==> src/rtl/core/multilevel_feedback_scheduler_macros.svh <==
// Assertion macros for the scheduler.
`ifndef MULTILEVEL_FEEDBACK_SCHEDULER_MACROS_SVH
`define MULTILEVEL_FEEDBACK_SCHEDULER_MACROS_SVH
`ifndef SYNTHESIS
`define MFS_ASSERT_IMP(label, clk, rstn, ante, cons) \
    label: assert property (@(posedge clk) disable iff (!rstn) (ante) |-> (cons)) \
        else $error("assertion failed");
`define MFS_ASSERT_NXT(label, clk, rstn, ante, cons) \
    label: assert property (@(posedge clk) disable iff (!rstn) (ante) |=> (cons)) \
        else $error("assertion failed");
`else
`define MFS_ASSERT_IMP(label, clk, rstn, ante, cons)
`define MFS_ASSERT_NXT(label, clk, rstn, ante, cons)
`endif
`endif

==> src/rtl/core/mfs_pkg.sv <==
`timescale 1ns / 1ps
package mfs_pkg;
    localparam logic [29:0] NS_PER_SEC = 30'd1000000000;
    localparam logic [29:0] MAX_NS     = 30'd999999999;

    localparam logic [2:0] ST_IDLE     = 3'd0;
    localparam logic [2:0] ST_DISPATCH = 3'd1;
    localparam logic [2:0] ST_FREED    = 3'd2;
    localparam logic [2:0] ST_BLOCKED  = 3'd3;
    localparam logic [2:0] ST_DEMOTED  = 3'd4;
    localparam logic [2:0] ST_IGNORED  = 3'd5;

    localparam logic [1:0] REG_BASE  = 2'd0;
    localparam logic [1:0] REG_IDLE  = 2'd1;
    localparam logic [1:0] REG_COST  = 2'd2;
    localparam logic [1:0] REG_WAIT  = 2'd3;

    typedef struct packed {
        logic [31:0] sec;
        logic [29:0] ns;
    } mfs_time_t;

    function automatic mfs_time_t clock_add(mfs_time_t t, logic [29:0] add);
        logic [30:0] s;
        mfs_time_t r;
        s = {1'b0, t.ns} + {1'b0, add};
        if (s >= {1'b0, NS_PER_SEC}) begin
            r.ns  = 30'(s - {1'b0, NS_PER_SEC});
            r.sec = t.sec + 32'd1;
        end else begin
            r.ns  = s[29:0];
            r.sec = t.sec;
        end
        return r;
    endfunction

    function automatic logic [29:0] quantum_for(logic [27:0] base, logic [1:0] lvl);
        logic [31:0] q;
        q = {4'd0, base} << lvl;
        return (q > {2'd0, MAX_NS}) ? MAX_NS : q[29:0];
    endfunction
endpackage

==> src/rtl/core/mfs_core.sv <==
`timescale 1ns / 1ps
`include "multilevel_feedback_scheduler_macros.svh"
module mfs_core
    import mfs_pkg::*;
#(
    parameter int SLOTS = 32
) (
    input  logic        aclk,
    input  logic        aresetn,
    input  logic        start,
    input  logic        op,
    input  logic        admit,
    input  logic [29:0] used_ns,
    input  logic        term,
    input  logic [27:0] base_q,
    input  logic [29:0] idle_adv,
    input  logic [29:0] disp_cost,
    input  logic [7:0]  wait_sec,
    output logic        busy,
    output logic        done,
    output logic [2:0]  r_status,
    output logic [4:0]  r_slot,
    output logic [29:0] r_quantum,
    output logic        r_admitted,
    output logic [4:0]  r_admit_slot,
    output mfs_time_t   r_clock
);
    localparam int SW = $clog2(SLOTS);
    localparam int CW = $clog2(SLOTS + 1);
    localparam int QD = 3 * SLOTS;
    localparam int QW = $clog2(QD);

    typedef enum logic [2:0] {
        S_IDLE, S_SCAN, S_WAKE_CHK, S_ADMIT, S_DISP, S_DISP_RD, S_REPORT, S_BLK_FIND
    } state_t;

    state_t state_reg;

    // wake memory
    mfs_time_t wake_mem [SLOTS];
    logic [SW-1:0] wk_raddr;
    mfs_time_t wk_rdata;
    logic wk_we;
    logic [SW-1:0] wk_waddr;
    mfs_time_t wk_wdata;
    always_ff @(posedge aclk) begin
        if (wk_we) wake_mem[wk_waddr] <= wk_wdata;
        wk_rdata <= wake_mem[wk_raddr];
    end

    // ready queue memory, three circular regions
    logic [SW-1:0] q_mem [QD];
    logic q_we;
    logic [QW-1:0] q_waddr, q_raddr;
    logic [SW-1:0] q_wdata, q_rdata;
    always_ff @(posedge aclk) begin
        if (q_we) q_mem[q_waddr] <= q_wdata;
        q_rdata <= q_mem[q_raddr];
    end

    logic [SW-1:0] head_reg [3];
    logic [CW-1:0] cnt_reg [3];
    logic [SLOTS-1:0] in_use_reg;
    logic [SLOTS-1:0] blk_v_reg;
    logic [SW-1:0] blk_s_reg [SLOTS];
    mfs_time_t clk_reg;
    logic [SW-1:0] run_slot_reg;
    logic [1:0] run_lvl_reg;
    logic pend_reg;
    logic [SW-1:0] idx_reg;
    logic [1:0] lvl_reg;
    logic admit_reg, term_reg;
    logic [29:0] used_reg;

    function automatic logic [QW-1:0] qaddr(logic [1:0] l, logic [SW-1:0] p);
        return QW'(l) * QW'(SLOTS) + QW'(p);
    endfunction

    function automatic logic [SW-1:0] pos_add(logic [SW-1:0] h, logic [CW-1:0] c);
        logic [SW:0] s;
        s = {1'b0, h} + (SW+1)'(c);
        if (s >= (SW+1)'(SLOTS)) s = s - (SW+1)'(SLOTS);
        return s[SW-1:0];
    endfunction

    logic [SW-1:0] free_idx;
    logic free_any;
    always_comb begin
        free_idx = '0;
        free_any = 1'b0;
        for (int i = SLOTS - 1; i >= 0; i--) begin
            if (!in_use_reg[i]) begin
                free_idx = SW'(i);
                free_any = 1'b1;
            end
        end
    end

    logic [SW-1:0] blk_free;
    always_comb begin
        blk_free = '0;
        for (int i = SLOTS - 1; i >= 0; i--) begin
            if (!blk_v_reg[i]) blk_free = SW'(i);
        end
    end

    logic expired;
    assign expired = (wk_rdata.sec < clk_reg.sec) ||
                     (wk_rdata.sec == clk_reg.sec && wk_rdata.ns < clk_reg.ns);

    logic [29:0] rep_q;
    assign rep_q = quantum_for(base_q, run_lvl_reg);
    mfs_time_t rep_clk;
    assign rep_clk = clock_add(clk_reg, used_reg);
    logic [1:0] dem_lvl;
    assign dem_lvl = (run_lvl_reg == 2'd2) ? 2'd2 : run_lvl_reg + 2'd1;

    logic [1:0] sel_lvl;
    logic sel_any;
    always_comb begin
        sel_any = 1'b1;
        if (cnt_reg[0] != '0)      sel_lvl = 2'd0;
        else if (cnt_reg[1] != '0) sel_lvl = 2'd1;
        else if (cnt_reg[2] != '0) sel_lvl = 2'd2;
        else begin
            sel_lvl = 2'd0;
            sel_any = 1'b0;
        end
    end

    always_comb begin
        wk_raddr = blk_s_reg[idx_reg];
        wk_we = 1'b0;
        wk_waddr = run_slot_reg;
        wk_wdata.sec = rep_clk.sec + {24'd0, wait_sec};
        wk_wdata.ns = rep_clk.ns;
        q_we = 1'b0;
        q_waddr = '0;
        q_wdata = '0;
        q_raddr = qaddr(sel_lvl, head_reg[sel_lvl]);
        unique case (state_reg)
            S_WAKE_CHK: begin
                q_we = blk_v_reg[idx_reg] && expired && cnt_reg[0] < CW'(SLOTS);
                q_waddr = qaddr(2'd0, pos_add(head_reg[0], cnt_reg[0]));
                q_wdata = blk_s_reg[idx_reg];
            end
            S_ADMIT: begin
                q_we = admit_reg && free_any && cnt_reg[0] < CW'(SLOTS);
                q_waddr = qaddr(2'd0, pos_add(head_reg[0], cnt_reg[0]));
                q_wdata = free_idx;
            end
            S_REPORT: begin
                wk_we = pend_reg && !term_reg && used_reg != '0 && used_reg < rep_q;
                q_we = pend_reg && !term_reg && !wk_we && cnt_reg[dem_lvl] < CW'(SLOTS);
                q_waddr = qaddr(dem_lvl, pos_add(head_reg[dem_lvl], cnt_reg[dem_lvl]));
                q_wdata = run_slot_reg;
            end
            default: ;
        endcase
    end

    always_ff @(posedge aclk) begin
        if (!aresetn) begin
            state_reg <= S_IDLE;
            for (int l = 0; l < 3; l++) begin
                head_reg[l] <= '0;
                cnt_reg[l] <= '0;
            end
            in_use_reg <= '0;
            blk_v_reg <= '0;
            clk_reg <= '0;
            run_slot_reg <= '0;
            run_lvl_reg <= '0;
            pend_reg <= 1'b0;
            idx_reg <= '0;
            lvl_reg <= '0;
            done <= 1'b0;
        end else begin
            done <= 1'b0;
            unique case (state_reg)
                S_IDLE: begin
                    if (start) begin
                        admit_reg <= admit;
                        used_reg <= used_ns;
                        term_reg <= term;
                        idx_reg <= '0;
                        state_reg <= op ? S_REPORT : S_SCAN;
                    end
                end
                S_SCAN: state_reg <= S_WAKE_CHK;
                S_WAKE_CHK: begin
                    if (blk_v_reg[idx_reg] && expired) begin
                        blk_v_reg[idx_reg] <= 1'b0;
                        if (cnt_reg[0] < CW'(SLOTS)) cnt_reg[0] <= cnt_reg[0] + 1'b1;
                    end
                    if (idx_reg == SW'(SLOTS - 1)) begin
                        state_reg <= S_ADMIT;
                    end else begin
                        idx_reg <= idx_reg + 1'b1;
                        state_reg <= S_SCAN;
                    end
                end
                S_ADMIT: begin
                    r_admitted <= admit_reg && free_any;
                    r_admit_slot <= (admit_reg && free_any) ? 5'(free_idx) : 5'd0;
                    if (admit_reg && free_any) begin
                        in_use_reg[free_idx] <= 1'b1;
                        if (cnt_reg[0] < CW'(SLOTS)) cnt_reg[0] <= cnt_reg[0] + 1'b1;
                    end
                    state_reg <= S_DISP;
                end
                S_DISP: begin
                    if (sel_any) begin
                        lvl_reg <= sel_lvl;
                        head_reg[sel_lvl] <= pos_add(head_reg[sel_lvl], CW'(1));
                        cnt_reg[sel_lvl] <= cnt_reg[sel_lvl] - 1'b1;
                        state_reg <= S_DISP_RD;
                    end else begin
                        clk_reg <= clock_add(clk_reg, idle_adv);
                        r_clock <= clock_add(clk_reg, idle_adv);
                        r_status <= ST_IDLE;
                        r_slot <= '0;
                        r_quantum <= '0;
                        done <= 1'b1;
                        state_reg <= S_IDLE;
                    end
                end
                S_DISP_RD: begin
                    run_slot_reg <= q_rdata;
                    run_lvl_reg <= lvl_reg;
                    pend_reg <= 1'b1;
                    clk_reg <= clock_add(clk_reg, disp_cost);
                    r_clock <= clock_add(clk_reg, disp_cost);
                    r_status <= ST_DISPATCH;
                    r_slot <= 5'(q_rdata);
                    r_quantum <= quantum_for(base_q, lvl_reg);
                    done <= 1'b1;
                    state_reg <= S_IDLE;
                end
                S_REPORT: begin
                    r_quantum <= '0;
                    r_admitted <= 1'b0;
                    r_admit_slot <= '0;
                    done <= 1'b1;
                    state_reg <= S_IDLE;
                    if (!pend_reg) begin
                        r_status <= ST_IGNORED;
                        r_slot <= '0;
                        r_clock <= clk_reg;
                    end else begin
                        pend_reg <= 1'b0;
                        clk_reg <= rep_clk;
                        r_clock <= rep_clk;
                        r_slot <= 5'(run_slot_reg);
                        if (term_reg) begin
                            in_use_reg[run_slot_reg] <= 1'b0;
                            r_status <= ST_FREED;
                        end else if (wk_we) begin
                            r_status <= ST_BLOCKED;
                            if (!(&blk_v_reg)) begin
                                blk_v_reg[blk_free] <= 1'b1;
                                blk_s_reg[blk_free] <= run_slot_reg;
                            end
                        end else begin
                            r_status <= ST_DEMOTED;
                            if (cnt_reg[dem_lvl] < CW'(SLOTS))
                                cnt_reg[dem_lvl] <= cnt_reg[dem_lvl] + 1'b1;
                        end
                    end
                end
                default: state_reg <= S_IDLE;
            endcase
        end
    end

    assign busy = (state_reg != S_IDLE);

    `MFS_ASSERT_IMP(a_start_idle, aclk, aresetn, start, state_reg == S_IDLE)
    `MFS_ASSERT_NXT(a_done_idle, aclk, aresetn, done, state_reg == S_IDLE)
    `MFS_ASSERT_IMP(a_cnt_max, aclk, aresetn, 1'b1, cnt_reg[0] <= CW'(SLOTS))
    `MFS_ASSERT_NXT(a_disp_pend, aclk, aresetn, state_reg == S_DISP_RD, pend_reg)
endmodule

==> src/rtl/core/multilevel_feedback_scheduler.sv <==
`timescale 1ns / 1ps
// Channel  | tdata fields (low bit first)                                    | tuser
// s_ input | used_ns[29:0], terminated[30], zero pad; 4 bytes                | operation, admit
// m_ result| status, slot, quantum_ns, admitted, admit_slot, clock_sec,      | -
//          | clock_ns; 106 bits, zero pad to 14 bytes                         |
// Schedule item: blocked list scan (S_SCAN, S_WAKE_CHK per entry, through the
// wake memory read port), then S_ADMIT, S_DISP, S_DISP_RD. Report item: S_REPORT.
// One item at a time; s_tready stays low from acceptance until the result is taken.
// Reset is synchronous, active low; s_tready waits while the result is held.
module multilevel_feedback_scheduler
    import mfs_pkg::*;
#(
    parameter int SLOTS = 32
) (
    input  logic         aclk,
    input  logic         aresetn,
    input  logic         s_tvalid,
    output logic         s_tready,
    input  logic [31:0]  s_tdata,   // used_ns, terminated
    input  logic [1:0]   s_tuser,   // operation, admit
    output logic         m_tvalid,
    input  logic         m_tready,
    // status, slot, quantum_ns, admitted, admit_slot, clock_sec, clock_ns
    output logic [111:0] m_tdata,
    input  logic         cfg_we,
    input  logic [1:0]   cfg_index,
    input  logic [29:0]  cfg_data
);
    logic [27:0] base_reg;
    logic [29:0] idle_reg, cost_reg;
    logic [7:0] wait_reg;

    always_ff @(posedge aclk) begin
        if (!aresetn) begin
            base_reg <= 28'd20000000;
            idle_reg <= 30'd10000000;
            cost_reg <= 30'd1000;
            wait_reg <= 8'd2;
        end else if (cfg_we) begin
            unique case (cfg_index)
                REG_BASE: base_reg <= cfg_data[27:0];
                REG_IDLE: idle_reg <= cfg_data;
                REG_COST: cost_reg <= cfg_data;
                REG_WAIT: wait_reg <= cfg_data[7:0];
                default: ;
            endcase
        end
    end

    logic busy, done, start;
    logic [2:0] r_status;
    logic [4:0] r_slot, r_admit_slot;
    logic [29:0] r_quantum;
    logic r_admitted;
    mfs_time_t r_clock;

    assign s_tready = !busy && !m_tvalid && !done;
    assign start = s_tvalid && s_tready;

    mfs_core #(.SLOTS(SLOTS)) u_core (
        .aclk(aclk), .aresetn(aresetn), .start(start),
        .op(s_tuser[0]), .admit(s_tuser[1]), .used_ns(s_tdata[29:0]), .term(s_tdata[30]),
        .base_q(base_reg), .idle_adv(idle_reg), .disp_cost(cost_reg), .wait_sec(wait_reg),
        .busy(busy), .done(done), .r_status(r_status), .r_slot(r_slot),
        .r_quantum(r_quantum), .r_admitted(r_admitted), .r_admit_slot(r_admit_slot),
        .r_clock(r_clock)
    );

    always_ff @(posedge aclk) begin
        if (!aresetn) begin
            m_tvalid <= 1'b0;
        end else if (done) begin
            m_tvalid <= 1'b1;
        end else if (m_tready) begin
            m_tvalid <= 1'b0;
        end
    end

    assign m_tdata = {6'd0, r_clock.ns, r_clock.sec, r_admit_slot, r_admitted,
                      r_quantum, r_slot, r_status};
endmodule
==> config.mk <==
export PLATFORM = sky130hd
export DESIGN_NAME = multilevel_feedback_scheduler
export DESIGN_NICKNAME = d
export VERILOG_FILES = /design/src/rtl/core/mfs_pkg.sv /design/src/rtl/core/mfs_core.sv /design/src/rtl/core/multilevel_feedback_scheduler.sv
export VERILOG_INCLUDE_DIRS = /design/src /design/src/rtl/core
export SDC_FILE = /design/constraint.sdc
export NUM_CORES = 2
export LEC_CHECK = 0
export ABC_CLOCK_PERIOD_IN_PS = 18400
export BUFFER_PORTS_ARGS = -buffer_cell sky130_fd_sc_hd__buf_2
export CAP_MARGIN = 20
export CORE_UTILIZATION = 33
export DETAILED_ROUTE_END_ITERATION = 10
export GPL_TIMING_DRIVEN = 1
export PLACE_DENSITY = 0.52
export REMOVE_ABC_BUFFERS = 1
export SLEW_MARGIN = 20
export SYNTH_ARGS = -nofsm -noshare
export SYNTH_HDL_FRONTEND = slang
export SYNTH_SLANG_ARGS = --single-unit
==> constraint.sdc <==
create_clock -name aclk -period 18.4 [get_ports aclk]
set_input_delay 3.68 -clock aclk [delete_from_list [all_inputs] [get_ports aclk]]
set_output_delay 3.68 -clock aclk [all_outputs]
set_load 0.02 [all_outputs]
# Yosys cells after proc, flatten, opt, wreduce, memory -nomap -nowiden
# Memory sizes are Yosys's and may differ from the RTL's. A register that Yosys moved wholly into a read port is not among the register bits.
# Index checks and enable logic that the tools add are counted.
dict set report classes {
  eq_ne 22
  muxes 213
  shifts 2
  magnitude_cmp 21
  add_sub_neg 21
  n_reduce_logical 54
  bitwise_logic 8
}
# operator count
set ops {}
lappend ops {{5-bit two-way mux} 79}
lappend ops {{62-bit two-way mux} 5}
lappend ops {{32-bit two-way mux} 8}
lappend ops {{62-bit one-hot mux with 3 select lines} 1}
lappend ops {{32-bit one-hot mux with 2 select lines} 2}
lappend ops {{30-bit by 30-bit adder with 31-bit output} 3}
lappend ops {{31-bit by 30-bit >= comparator with 1-bit output (second input constant)} 3}
lappend ops {{30-bit two-way mux} 3}
lappend ops {{30-bit one-hot mux with 3 select lines} 1}
lappend ops {{30-bit subtractor (second input constant)} 3}
lappend ops {{1-bit two-way mux} 79}
lappend ops {{32-bit bitwise AND} 2}
lappend ops {{32-bit by 30-bit > comparator with 1-bit output (second input constant)} 2}
lappend ops {{32-bit NOT} 2}
lappend ops {{32-bit OR} 2}
lappend ops {{28-bit by 2-bit left shift with 32-bit output} 2}
lappend ops {{30-bit less-than comparator} 2}
lappend ops {{32-bit by 1-bit adder with 32-bit output (second input constant)} 1}
lappend ops {{32-bit by 8-bit adder with 32-bit output} 1}
lappend ops {{32-bit == test} 1}
lappend ops {{32-bit less-than comparator} 1}
lappend ops {{32-bit AND reduction} 1}
lappend ops {{5-bit one-hot mux with 3 select lines} 2}
lappend ops {{30-bit nonzero test} 1}
lappend ops {{other kinds (47)} 134}
dict set report word_totals {
  n_memories 5
  inputBits 71
  ff_bits 380
  ram_bits 2657
  out_inout_bits 114
}
# name words width rd rd_ports_with_merged_regs wr line_no
set memory_table {}
lappend memory_table {u_core.wake_mem 32 62 1 1 1 mfs_core.sv:40} ;# mfs_time_t wake_mem [SLOTS];
lappend memory_table {u_core.q_mem 96 5 1 1 1 mfs_core.sv:52} ;# logic [SW-1:0] q_mem [QD];
lappend memory_table {u_core.blk_s_reg 32 5 1 1 1 mfs_core.sv:65} ;# logic [SW-1:0] blk_s_reg [SLOTS];
lappend memory_table {u_core.cnt_reg 3 6 5 0 3 mfs_core.sv:62} ;# logic [CW-1:0] cnt_reg [3];
lappend memory_table {u_core.head_reg 3 5 3 0 3 mfs_core.sv:61} ;# logic [SW-1:0] head_reg [3];

# Logic depth before layout (Yosys ltp)
dict set report logic_depth {
  depth_word 42
  ltp_mapped 32
  ltp_nobuf 27
}

# By module
# Synthesis repeated with hierarchy kept, for this count alone.
dict set report unflattened {
  cells_unflattened 11449
  area_unflattened_um2 138301.4
}
# mod area_per_inst_um2 n_inst cells_each
set modules_own_cells {}
lappend modules_own_cells {mfs_core 134461.5 1 11061}
lappend modules_own_cells {multilevel_feedback_scheduler 3839.9 1 388}

# Worst setup path after synthesis
# Ideal clock, no wire load.
dict set report synth_path {
  path_type {register -> register}
  from {register u_core.used_reg[0]}
  to {memory u_core.wake_mem[0][45] (netlist name) (data pin)}
  path_slack_ns 8.883
  setup_ns 0.753
  t_arrival_ns 8.764
  path_stages_with_launch 29
  period_less_slack_ns 9.517
  cell_sequence {edfxtp_1 -> ha_1 -> fa_1 -> a21o_1 -> a221oi_2 -> o21a_1 -> o21ai_1 -> xnor2_1 -> o311ai_1 -> a211o_1 -> o311ai_4 -> buf_6 -> buf_6 -> buf_2 -> buf_4 -> buf_2 -> nor2_1 -> xnor2_1 -> ha_1 -> inv_1 -> o21bai_1 -> a21oi_1 -> o21bai_1 -> a21oi_1 -> o21bai_1 -> nand2_1 -> o32a_1 -> nand2b_1 -> a2111oi_0}
}
# item line_no
set synth_rtl {}
lappend synth_rtl {{start: declaration} mfs_core.sv:73} ;# logic [29:0] used_reg;
lappend synth_rtl {{start signal: assignment} mfs_core.sv:184} ;# used_reg <= used_ns;
lappend synth_rtl {{end: declaration} mfs_core.sv:40}

==> results summary <==
The flow ran to the end, and the final reports show no timing, DRC or antenna violations. The share of async-settable or async-resettable flops after synthesis came out at 0%. The worst register-to-register path ends at u_core.wake_mem[17][60].

The highest achievable clock rate came out at ~0.10 GHz. The root buffer cell is sky130_fd_sc_hd__clkbuf_16. After clock tree synthesis, the repair step resized 0 gates. The leakage power is 53.11 nW. The number of sinks on the clock net is 3,120. The overall track demand over capacity in global routing came out at 20.14%. The maximum level of the CTS H-tree came out at 5. The worst register-to-register path begins at u_core.used_reg[6]. The cell count after synthesis came out at between 10k and 15k. The detailed-router iteration count before antenna repair is 6. The register-to-register path setup slack is 8.87 ns.

The number of setup buffers added after CTS came out at 0. The multi-input logic area is between 40,000 and 50,000 um2. The horizontal die dimension is ~650 um. The setup path with the least slack is of type flop to flop. The register area share after synthesis came out at 65.97%.

The mean instance size in the synthesized netlist came out at 12.37 um2. The timing startpoint of the critical path is u_core.used_reg[6]. Final hold analysis gives a worst-case slack of 0.4585 ns.

The routed design uses 26,540 um of met3 wire. The via total after detailed routing came out at 92.70k. The clock group share of total power is 32.6%. The HPWL after detailed placement is between 200,000 and 300,000 um.

The clock-pin transition on the worst setup and hold timing paths came out at 0.06 ns. The floorplan step defined a core boundary enclosing between 400,000 and 500,000 um2. The number of buffers between clock root and the deepest sink is 4. The ratio of routed vias to standard cells is 5.439. The total wire length is 434,100 um. The number of design rule violations left after detail routing is 0. The met2 wire length is around 210,000 um.

The cell count of the worst reg-to-reg path came out at 26. The number of antenna violations at the first check in global routing came out at 45. The number of top-level pins came out at 185. In this run the worst setup path terminates at u_core.wake_mem[17][60].

The post-synthesis instance area is about 140,000 um2. After the first detailed-routing iteration, the DRC count stood at roughly 8.9k. The clock latency on the worst-skew pair is between 0.9 and 1 ns.

The total of hold buffers inserted after clock tree synthesis came out at 0. The internal power consumption came out at 0.01370 W. The net switching power of the design is 0.006700 W.

In this run the worst hold path is classified as flop to flop. The height of the chip came out at 646.9 um. The via count of the first global-routing pass came out at 89.48k.

The count of final max-slew check failures came to 0. The global placement routability congestion came out at just under 0.9. The footprint of the flip-flops and latches came out at a little over 90,000 um2. Setup repair after global routing left no endpoint under its margin. The post-route minimum period came out at 9.529 ns. Buffers inserted during clock tree synthesis total 344. The number of synthesized flops with an enable pin is 2,806.

The fill cell total of the finished layout came out at between 30k and 40k. The total power after layout is 0.02040 W. The number of nets with antenna violations after routing came out at 0. In the synthesized netlist the dominant register cell turns out to be sky130_fd_sc_hd__edfxtp_1. The data arrival time of the critical path came out at 10.15 ns. The aggregate global routing overflow came out at 0. The number of hold-slack violations in the final timing report came out at 0. The first global-routing pass estimated 627,000 um of wire.

The required time at the endpoint of the critical path is 19.02 ns. The final routed wire length divided by cell count is 25.47 um. Net switching is 32.84% of the power. The count of buffers inserted at the top-level ports is 177. The max capacitance violation total came out at 0.

The TritonCTS clock tree is built. The part of the cycle the worst path needs is 51.79%. The number of distinct standard cells referenced by the synthesized netlist is 113. The total of warnings raised by yosys came out at 0. The relative slew slack is 19.58%. The number of rows in the core area came out at around 240. The die outline area came out at ~420,000 um2. The worst vdd rail ir drop came out at 94.42 uV.

The post-layout net count came out at 11.43k. The flip-flop and latch count after synthesis is 3,120. The worst setup path is captured at a flop.

The routed length on met1 is approximately 180,000 um. Relative to the synthesized area, the layout overhead comes to 13.90%. Entering global routing, the biggest net connects 157 pins. The share of total power in combinational logic is 25.1%. The transition at the pin with the smallest max-transition slack came out at 1.194 ns. The uppermost layer routed is met5. The number of failing setup endpoints in the final timing report is 0. Once the floorplan was initialized, standard cells occupied 33.18% of the core.

The highest net fanout along the worst path is 44. The flip-flop count of the largest register after layout is 1,984. The worst clock skew came out at 0.09278 ns.

The power per standard cell area came out at 130.5 nW/um2. The share of post-route cells with drive strength above 1 is 11.44%. Registers are responsible for between 40% and 50% of the overall power. The worst setup path is launched from a flop.
[layout make-up]
| cell class | count | area share [%] |
|---|---|---|
| Inverter | 176 | 0.4290 |
| Clock inverter | 196 | 1.048 |
| Sequential cell | 3120 | 57.92 |
| Antenna cell | 130 | 0.2081 |
| Tap cell | 5474 | 4.381 |
| Multi-Input combinational cell | 7110 | 28.41 |
| Timing Repair Buffer | 394 | 1.700 |
| Clock buffer | 443 | 5.902 |
[power groups by stage]
stage               Clock (W)  Sequential, W  Combinational (W)
floorplan                   0        0.00875            0.00489
global placement            0        0.00878            0.00500
detailed placement          0        0.00878            0.00509
CTS                   0.00677        0.00864            0.00510
global route          0.00703        0.00864            0.00553
finish                0.00665        0.00863            0.00512
[worst min-delay path by stage]
stage / endpoint / cells after the start / slack (ns) / start
after CTS: cost_reg[19] / 2 / 0.46 / cost_reg[19]
after global routing: idle_reg[3] / 2 / 0.48 / idle_reg[3]
after detailed placement: idle_reg[6] / 2 / 0.45 / idle_reg[6]
final: cost_reg[19] / 2 / 0.46 / cost_reg[19]
after floorplan: u_core.run_slot_reg[0] / 2 / 0.43 / u_core.q_rdata[0]
after global placement: idle_reg[5] / 2 / 0.45 / idle_reg[5]
[metal layers]
metal  global-route usage [%]  vias up
met3                    2.577      685
met2                    33.55     3387
met4                    8.673       10
li1                         -    41940
met5                        0        -
met1                    26.37    46680
[worst max-delay path: stages, from the launching register on]
cell and delay (ns):
sky130_fd_sc_hd__edfxtp_1 0.48, sky130_fd_sc_hd__ha_1 0.48, sky130_fd_sc_hd__a2111oi_0 0.51, sky130_fd_sc_hd__o21ai_1 0.30, sky130_fd_sc_hd__a311oi_1 0.36, sky130_fd_sc_hd__or2_2 0.26, sky130_fd_sc_hd__ha_1 0.17, sky130_fd_sc_hd__inv_1 0.07
sky130_fd_sc_hd__a211oi_2 0.29, sky130_fd_sc_hd__o311ai_1 0.21, sky130_fd_sc_hd__a211o_1 0.44, sky130_fd_sc_hd__o311ai_4 0.52, sky130_fd_sc_hd__buf_4 0.57, sky130_fd_sc_hd__xnor2_1 0.20, sky130_fd_sc_hd__ha_1 0.23, sky130_fd_sc_hd__fa_2 0.27
sky130_fd_sc_hd__a21o_1 0.14, sky130_fd_sc_hd__a21oi_1 0.11, sky130_fd_sc_hd__o21bai_1 0.16, sky130_fd_sc_hd__a21oi_1 0.17, sky130_fd_sc_hd__o21bai_1 0.19, sky130_fd_sc_hd__a21oi_1 0.22, sky130_fd_sc_hd__or3_1 0.42, sky130_fd_sc_hd__o31ai_2 0.83
sky130_fd_sc_hd__nand4b_4 0.26, sky130_fd_sc_hd__nor3_1 0.53, sky130_fd_sc_hd__xor2_4 0.69
[placed cells by master (no fill, tap or decap), drive strengths merged, types with 175 or more instances in the layout]
master,instances
nand2,2541
ha,211
and3,283
edfxtp,2806
a311oi,383
a21oi,446
mux4,196
buf,394
nor3,175
inv,180
nor2,395
a31oi,178
dfxtp,314
o21ai,269
nand3,607
clkbuf,443
[cell families after synthesis]
kind of cell / Yosys count / share of synthesized area (%)
AND/OR/NAND/NOR: 4376 / 14.02
XOR/XNOR: 210 / 1.340
multiplexers: 319 / 4.137
adder cells (fa/ha/maj): 217 / 2.011
flip-flops: 3120 / 65.97
other: 1 / 0.002732
buffers and inverters: 879 / 2.482
AO/OA/AOI/OAI: 1977 / 10.03
[through the flow]
step | setup TNS (ns) | worst slack (ns) | util, % | std cells | area, um2
global placement | 0 | 8.997 | 35.03 | 16270 | 144900
global route | 0 | 8.323 | 37.78 | 17030 | 156300
CTS | 0 | 8.873 | 37.68 | 16910 | 155900
finish | 0 | 8.871 | 37.79 | 17040 | 156300
floorplan | -4063.20 | -22.80 | - | 10410 | 134500
detailed placement | 0 | 8.862 | 35.05 | 16270 | 145000
[synth_stat cells (all sizes together) (23+ instances only)]
cell / n / area, um2
mux4: 196 / 4414
a21oi: 446 / 2240
a31oi: 178 / 1120
a21o: 158 / 1186
mux2: 26 / 292.8
edfxtp: 2806 / 84260
nor2b: 63 / 394.1
and3: 283 / 1770
or3: 50 / 312.8
nand2b: 29 / 181.4
xor2: 50 / 437.9
inv: 171 / 641.9
dfxtp: 314 / 6286
mux2i: 97 / 970.9
buf: 114 / 535.5
o21bai: 23 / 176.4
nand2: 2541 / 9543
a311oi: 383 / 3361
and2: 29 / 181.4
o211ai: 94 / 710.7
a211oi: 166 / 1271
nand4: 79 / 500.5
nor4: 37 / 252.7
nor3: 175 / 892.1
o21ai: 269 / 1346
or2: 30 / 187.7
o21a: 31 / 232.7
nor2: 395 / 1485
nand3: 607 / 3043
ha: 211 / 2640
xnor2: 160 / 1401
clkbuf: 589 / 2211
No activity file was read; power rests on OpenSTA's default activity.
